==> src/hdl/kms_pkg.sv <==
package kms_pkg;

  localparam int unsigned RowW     = 4;
  localparam int unsigned ColW     = 2;
  localparam int unsigned CodeW    = 5;
  localparam int unsigned SettleW  = 8;
  localparam int unsigned DelayW   = 16;
  localparam int unsigned CfgIdxW  = 2;
  localparam int unsigned CfgDataW = 16;
  localparam int unsigned InDataW  = 8;
  localparam int unsigned OutDataW = 16;

  typedef enum logic [CfgIdxW-1:0] {
    REG_SETTLE  = 2'd0,
    REG_HOLD    = 2'd1,
    REG_RELEASE = 2'd2
  } reg_idx_e;

  typedef enum logic [2:0] {
    PH_SETTLE  = 3'd0,
    PH_HOLD    = 3'd1,
    PH_WAIT    = 3'd2,
    PH_RELEASE = 3'd3
  } phase_e;

  typedef struct packed {
    logic [SettleW-1:0] settle_ticks;
    logic [DelayW-1:0]  hold_ticks;
    logic [DelayW-1:0]  release_ticks;
  } cfg_t;

  typedef struct packed {
    phase_e            phase;
    logic [ColW-1:0]   column;
    logic [ColW-1:0]   pressed_row;
    logic [DelayW-1:0] counter;
  } scan_state_t;

  typedef struct packed {
    logic [CodeW-1:0] key_code;
    logic             key_valid;
    logic [RowW-1:0]  column_drive;
  } result_t;

  // Key codes indexed by {column, row}.
  localparam logic [CodeW-1:0] KEY_TABLE [16] = '{
    5'd1,  5'd4,  5'd7,  5'd11,
    5'd2,  5'd5,  5'd8,  5'd10,
    5'd3,  5'd6,  5'd9,  5'd12,
    5'd13, 5'd14, 5'd15, 5'd16
  };

endpackage

==> src/hdl/keypad_matrix_scanner_unit.sv <==
// 4x4 keypad scanner, advanced by one time-base tick per input request.
// Each request carries the sampled row lines and yields exactly one result:
// the column drive for that tick, plus a key code on the tick a press is
// reported. The scan state and the result register are updated at the edge
// where the request is accepted, so a new request is taken every cycle as
// long as the output side keeps up (the result register is the only buffer;
// tready drops only while it is full and stalled). Configuration writes are
// always accepted (cfg_ready is tied high) and should be issued only while
// the scanner is idle.
module keypad_matrix_scanner_unit (
  input  logic                            clk_i,
  input  logic                            rst_ni,
  input  logic                            cfg_valid_i,
  output logic                            cfg_ready_o,
  input  logic [kms_pkg::CfgIdxW-1:0]     cfg_index_i,
  input  logic [kms_pkg::CfgDataW-1:0]    cfg_data_i,
  input  logic                            s_axis_tvalid,
  output logic                            s_axis_tready,
  input  logic [kms_pkg::InDataW-1:0]     s_axis_tdata,  // [3:0] row_lines
  output logic                            m_axis_tvalid,
  input  logic                            m_axis_tready,
  // [3:0] column_drive, [4] key_valid, [9:5] key_code
  output logic [kms_pkg::OutDataW-1:0]    m_axis_tdata
);

  kms_pkg::cfg_t        cfg_q;
  kms_pkg::scan_state_t state_q, state_d;
  kms_pkg::result_t     res_q, res_d;
  logic                 out_valid_q;
  logic                 in_fire;

  assign cfg_ready_o   = 1'b1;
  assign s_axis_tready = !out_valid_q || m_axis_tready;
  assign in_fire       = s_axis_tvalid && s_axis_tready;

  always_ff @(posedge clk_i or negedge rst_ni) begin
    if (!rst_ni) begin
      cfg_q.settle_ticks  <= 8'd1;
      cfg_q.hold_ticks    <= 16'd250;
      cfg_q.release_ticks <= 16'd100;
    end else if (cfg_valid_i) begin
      case (cfg_index_i)
        kms_pkg::REG_SETTLE:  cfg_q.settle_ticks  <= cfg_data_i[kms_pkg::SettleW-1:0];
        kms_pkg::REG_HOLD:    cfg_q.hold_ticks    <= cfg_data_i;
        kms_pkg::REG_RELEASE: cfg_q.release_ticks <= cfg_data_i;
        default: ;
      endcase
    end
  end

  kms_step u_step (
    .cfg_i    (cfg_q),
    .state_i  (state_q),
    .rows_i   (s_axis_tdata[kms_pkg::RowW-1:0]),
    .state_o  (state_d),
    .result_o (res_d)
  );

  always_ff @(posedge clk_i or negedge rst_ni) begin
    if (!rst_ni) begin
      state_q.phase       <= kms_pkg::PH_SETTLE;
      state_q.column      <= '0;
      state_q.pressed_row <= '0;
      state_q.counter     <= '0;
      out_valid_q         <= 1'b0;
    end else begin
      if (in_fire) begin
        state_q <= state_d;
      end
      // Hold the result while the consumer stalls.
      if (in_fire) begin
        out_valid_q <= 1'b1;
      end else if (m_axis_tready) begin
        out_valid_q <= 1'b0;
      end
    end
  end

  always_ff @(posedge clk_i) begin
    if (in_fire) begin
      res_q <= res_d;
    end
  end

  assign m_axis_tvalid = out_valid_q;
  assign m_axis_tdata  = {6'd0, res_q.key_code, res_q.key_valid, res_q.column_drive};

  a_press_enters_hold: assert property (@(posedge clk_i) disable iff (!rst_ni)
    (in_fire && res_d.key_valid) |=> (state_q.phase == kms_pkg::PH_HOLD))
    else $error("reported key did not enter hold");

  a_one_column: assert property (@(posedge clk_i) disable iff (!rst_ni)
    m_axis_tvalid |-> $onehot(~m_axis_tdata[3:0]))
    else $error("column drive not one-cold");

  a_code_matches_valid: assert property (@(posedge clk_i) disable iff (!rst_ni)
    m_axis_tvalid |-> (m_axis_tdata[4] == (m_axis_tdata[9:5] != 5'd0)))
    else $error("key code disagrees with key valid");

  a_counter_only_in_timed: assert property (@(posedge clk_i) disable iff (!rst_ni)
    (state_q.phase == kms_pkg::PH_WAIT) |-> (state_q.counter == '0))
    else $error("counter running while waiting for release");

endmodule

==> src/hdl/kms_step.sv <==
module kms_step (
  input  kms_pkg::cfg_t              cfg_i,
  input  kms_pkg::scan_state_t       state_i,
  input  logic [kms_pkg::RowW-1:0]   rows_i,
  output kms_pkg::scan_state_t       state_o,
  output kms_pkg::result_t           result_o
);

  logic                         any_low;
  logic                         settling;
  logic [kms_pkg::ColW-1:0]     low_row;
  logic [kms_pkg::DelayW-1:0]   cnt_inc;
  logic [kms_pkg::ColW-1:0]     col_next;

  assign cnt_inc  = state_i.counter + 16'd1;
  assign col_next = state_i.column + 2'd1;
  assign any_low  = (rows_i != 4'hF);
  assign settling = (state_i.counter < {8'd0, cfg_i.settle_ticks});

  // Lowest-numbered low row wins.
  always_comb begin
    low_row = 2'd3;
    for (int r = kms_pkg::RowW - 1; r >= 0; r--) begin
      if (!rows_i[r]) begin
        low_row = r[kms_pkg::ColW-1:0];
      end
    end
  end

  always_comb begin
    state_o = state_i;
    case (state_i.phase)
      kms_pkg::PH_SETTLE: begin
        if (settling) begin
          state_o.counter = cnt_inc;
        end else if (any_low) begin
          state_o.pressed_row = low_row;
          state_o.phase       = kms_pkg::PH_HOLD;
          state_o.counter     = '0;
        end else begin
          state_o.column  = col_next;
          state_o.counter = '0;
        end
      end
      kms_pkg::PH_HOLD: begin
        if (state_i.counter < cfg_i.hold_ticks) begin
          state_o.counter = cnt_inc;
        end else begin
          state_o.phase   = kms_pkg::PH_WAIT;
          state_o.counter = '0;
        end
      end
      kms_pkg::PH_WAIT: begin
        if (rows_i[state_i.pressed_row]) begin
          state_o.phase   = kms_pkg::PH_RELEASE;
          state_o.counter = '0;
        end
      end
      kms_pkg::PH_RELEASE: begin
        if (state_i.counter < cfg_i.release_ticks) begin
          state_o.counter = cnt_inc;
        end else begin
          state_o.column  = col_next;
          state_o.phase   = kms_pkg::PH_SETTLE;
          state_o.counter = '0;
        end
      end
      default: begin
        state_o.phase   = kms_pkg::PH_SETTLE;
        state_o.counter = '0;
      end
    endcase
  end

  // Report a key only on the settle tick that samples a pressed row.
  always_comb begin
    result_o.column_drive  = ~(4'b0001 << state_i.column);
    result_o.key_valid     = 1'b0;
    result_o.key_code      = '0;
    if ((state_i.phase == kms_pkg::PH_SETTLE) && !settling && any_low) begin
      result_o.key_valid = 1'b1;
      result_o.key_code  = kms_pkg::KEY_TABLE[{state_i.column, low_row}];
    end
  end

endmodule

==> config.mk <==
export PLATFORM = sky130hd
export DESIGN_NAME = keypad_matrix_scanner_unit
export DESIGN_NICKNAME = d
export VERILOG_FILES = /design/src/hdl/kms_pkg.sv /design/src/hdl/keypad_matrix_scanner_unit.sv /design/src/hdl/kms_step.sv
export SDC_FILE = /design/constraint.sdc
export NUM_CORES = 1
export LEC_CHECK = 0
export ABC_AREA = 1
export BUFFER_PORTS_ARGS = -buffer_cell sky130_fd_sc_hd__buf_4
export CAP_MARGIN = 20
export CORE_UTILIZATION = 43
export CTS_CLUSTER_DIAMETER = 30
export DETAILED_ROUTE_END_ITERATION = 16
export PLACE_DENSITY_LB_ADDON = 0.08
export SYNTH_ARGS = -nofsm -noshare
export SYNTH_HDL_FRONTEND = slang
export SYNTH_SLANG_ARGS = --single-unit
==> constraint.sdc <==
create_clock -name clk_i -period 2.37 [get_ports clk_i]
set_input_delay 0.1185 -clock clk_i [delete_from_list [all_inputs] [get_ports clk_i]]
set_output_delay 0.1185 -clock clk_i [all_outputs]
set_load 0.02 [all_outputs]
==> results.rst <==
.. list-table::
   :header-rows: 1

   * - Metric
     - Value
   * - Routed len/inst
     - 12.1 um
   * - Highest Clock Rate
     - around 460 MHz
   * - Most frequent standard cell in the layout excluding fill and tap cells
     - sky130_fd_sc_hd__nand2_1
   * - Max-cap check violation count
     - 0
   * - Endpoints failing hold
     - 0
   * - Total global routing overflow
     - 0
   * - Mapped Area
     - between 4000 and 5000 um2
   * - Initial antenna violation count
     - 0
   * - First-iteration detailed-routing DRC count
     - 150
   * - Worst setup timing slack at the placement stage
     - 225 ps
   * - GPL Wtd Cong
     - 0.835
   * - Setup TNS Final
     - 0 ps
   * - Mean cell area of the mapped netlist
     - roughly 8.1 um2
   * - Status
     - completed
   * - Number of placed I/O pins
     - 50
   * - Die span in x
     - about 110 um
   * - Cell count after synthesis
     - between 500 and 600
   * - Max-slew violation count
     - 0
   * - Pin count of the biggest net entering global routing
     - 64
   * - CP Max Fanout
     - 11
   * - Slew of the pin with the lowest slew margin
     - around 990 ps
   * - Largest clock skew in the final design
     - 7.21 ps
   * - Final critical delay including setup and external delays
     - about 2200 ps
   * - Reg2Reg Capture Point
     - state_q[2]$_DFFE_PN0P_
   * - TritonCTS buffer count
     - 9
   * - H-Tree Depth
     - 3
   * - Yosys warning total
     - 0
   * - Unique masters post-synth
     - 35
   * - Setup Buffers After CTS
     - 0
   * - Antenna cell count
     - 0
   * - Routing layer with the top usage in global route
     - met2
   * - Area enclosed by the die boundary
     - 11100 um2
   * - Count of nets after finishing
     - ~700
   * - Number of cells upsized or downsized after cts
     - 0
   * - Global-route wire length before repair
     - 16200 um
   * - Met2 routing resource usage after global routing
     - 31.3%
   * - Grt met1 use
     - 23.4%
   * - Element type at the critical path start
     - flip-flop
   * - Worst reg2reg path depth
     - 11
   * - Nature of the critical path endpoint
     - flip-flop
   * - Share of cells above drive strength 1
     - 15.0%
   * - Async S/R FF share, synth
     - 86.3%
   * - Leakage
     - approximately 2.7 nW
   * - Number of setup violations in the final report
     - 0
   * - Min-delay worst type
     - in -> reg
   * - Core Region
     - 10400 um2
   * - Hold buffer count at CTS
     - 2
   * - Pwr/cell area
     - between 700 and 800 nW/um2
   * - Via count normalized by instance count
     - 4.89
   * - Seq cells post-synth
     - 73
   * - Insertion delay of the later-clocked pin in the worst-skew pair
     - ~360 ps
   * - Setup repair after global routing missed its margin
     - false
   * - DRC violations left
     - 0
   * - Final period util
     - about nine tenths
   * - Starting Density
     - 44.4%
   * - Via count of the first global-routing pass
     - 3619
   * - Highest-count cells in the layout ignoring fill and taps
     - sky130_fd_sc_hd__nand2_1, sky130_fd_sc_hd__inv_1, sky130_fd_sc_hd__ha_1, sky130_fd_sc_hd__dfrtp_1, sky130_fd_sc_hd__o21ai_0
   * - Die boundary height
     - 106 um
   * - WP data arrival
     - 2440 ps
   * - HPWL reported at the end of detailed placement
     - 6870 um
   * - Via count
     - about 3700
   * - First-pass iteration count of the detailed router
     - 4
   * - Sequential area share after synthesis
     - between 40 and 50%
   * - Worst setup slack for register-to-register paths
     - approximately 210 ps
   * - Setup ws final
     - 211 ps
   * - Num Clock Sinks
     - between 70 and 80
   * - Total of buffers placed on input and output ports
     - 38
   * - Routed Antenna Nets
     - 0
   * - Capturing element of the worst setup path
     - state_q[2]$_DFFE_PN0P_
   * - Number of synthesized flops with an enable pin
     - 10
   * - Routing usage on met3
     - 2.29%
   * - Root buf cell
     - sky130_fd_sc_hd__clkbuf_8
   * - Predominant post-synthesis flop cell
     - sky130_fd_sc_hd__dfrtp_1
   * - Required time at the endpoint of the critical path
     - 2650 ps
   * - Clock tree from TritonCTS
     - done
   * - Area growth, synth to finish
     - 13.8%
   * - Worst flop-to-flop path startpoint
     - cfg_q[21]$_DFFE_PN1P_
   * - Classification of the worst setup path
     - reg -> reg
   * - Number of placement rows
     - 37
   * - GRT Total Usage
     - 18.3%
   * - Routed Wire Length
     - 9130 um
   * - Worst IR Drop VDD
     - 0.314 mV
   * - Clock tree buffer depth
     - 2
   * - Rel. slew slack
     - 33.9%
   * - Critical Path Start
     - cfg_q[21]$_DFFE_PN1P_
   * - Clock edge transition at the registers on the reported setup and hold paths
     - 80 ps
[worst min path at each step]
stage,startpoint,endpoint,slack [ps],cells after the start
floorplan,rst_ni,cfg_q[0]$_DFFE_PN0P_,-180,0
global placement,rst_ni,m_axis_tvalid$_DFFE_PN0P_,270,1
detailed placement,rst_ni,m_axis_tvalid$_DFFE_PN0P_,270,1
CTS,cfg_data_i[1],cfg_q[17]$_DFFE_PN1P_,10,3
global route,cfg_data_i[6],cfg_q[6]$_DFFE_PN1P_,40,3
finish,cfg_data_i[1],cfg_q[17]$_DFFE_PN1P_,20,3
[cell type report]
type / count / area (um2)
Inverter: 97 / 364
Tap cell: 136 / 170
Clock inverter: 7 / 85.1
Sequential cell: 73 / 1890
Timing Repair Buffer: 45 / 343
Multi-Input combinational cell: 387 / 2270
Clock buffer: 9 / 124
Fill cell: 1029 / 5130
[layer usage]
metal / up-vias / wire [um]
met2: 69 / 4330
met3: 11 / 341
met4: 0 / 142
met5: - / 0
li1: 1896 / -
met1: 1708 / 4320
[sequential cells by signal, indices dropped and copies added, names as in the netlist]
signal / count
state_q: 22
cfg_q: 40
m_axis_tdata: 10
m_axis_tvalid: 1
[metrics by stage]
step / util [%] / hold slack (ps) / instance area (um2) / instances / power, mW
global placement: 48.3 / 266 / 5010 / 736 / 2.81
detailed placement: 48.3 / 274 / 5010 / 736 / 2.85
finish: 50.6 / 21.0 / 5240 / 754 / 3.87
CTS: 50.6 / 11.1 / 5240 / 754 / 3.92
global route: 50.6 / 40.0 / 5240 / 754 / 4.18
floorplan: - / -177 / 4630 / 574 / 2.54
[cells by family (layout without fill, tap and decap cells)]
| group | Yosys count | in the layout | share of synthesized area, % |
|---|---|---|---|
| DFF | 73 | 73 | 41.0 |
| AOI/OAI and AO/OA | 87 | 87 | 10.5 |
| buffers and inverters | 114 | 158 | 10.2 |
| other | 2 | 7 | 0.163 |
| xor gates and xnor gates | 13 | 13 | 2.47 |
| adders and majority gates | 53 | 53 | 14.4 |
| and+or+nand+nor | 227 | 227 | 21.2 |
[cells in the mapped netlist (all sizes together) (3+ instances only)]
cell	number	area share, %
xnor2	5	0.95
nand4	14	1.9
dfstp	10	5.7
nand2	145	12
clkbuf	7	0.57
buf	10	1.7
ha	53	14
inv	95	7.7
nor3	9	1.2
xor2	8	1.5
dfrtp	53	29
o21ai	51	5.5
nand3	18	2.4
nor2	34	2.8
edfxtp	10	6.5
a21oi	33	4.5
nor4	3	0.41
[power breakdown]
part | switching [mW] | internal (mW)
logic | 0.748 | 0.414
registers | 0.162 | 1.49
clock network | 0.477 | 0.582
[critical path: stages (launching register included)]
cell and delay (ps):
sky130_fd_sc_hd__dfstp_2 530, sky130_fd_sc_hd__inv_1 40, sky130_fd_sc_hd__ha_1 290, sky130_fd_sc_hd__a21oi_1 160, sky130_fd_sc_hd__nor2_1 50, sky130_fd_sc_hd__nor3_1 120, sky130_fd_sc_hd__nand2_1 100, sky130_fd_sc_hd__nand2_1 160
sky130_fd_sc_hd__nand3_2 110, sky130_fd_sc_hd__nand3_2 110, sky130_fd_sc_hd__nand2_2 220, sky130_fd_sc_hd__a21oi_1 200
Power figures use the tool's default switching activity.
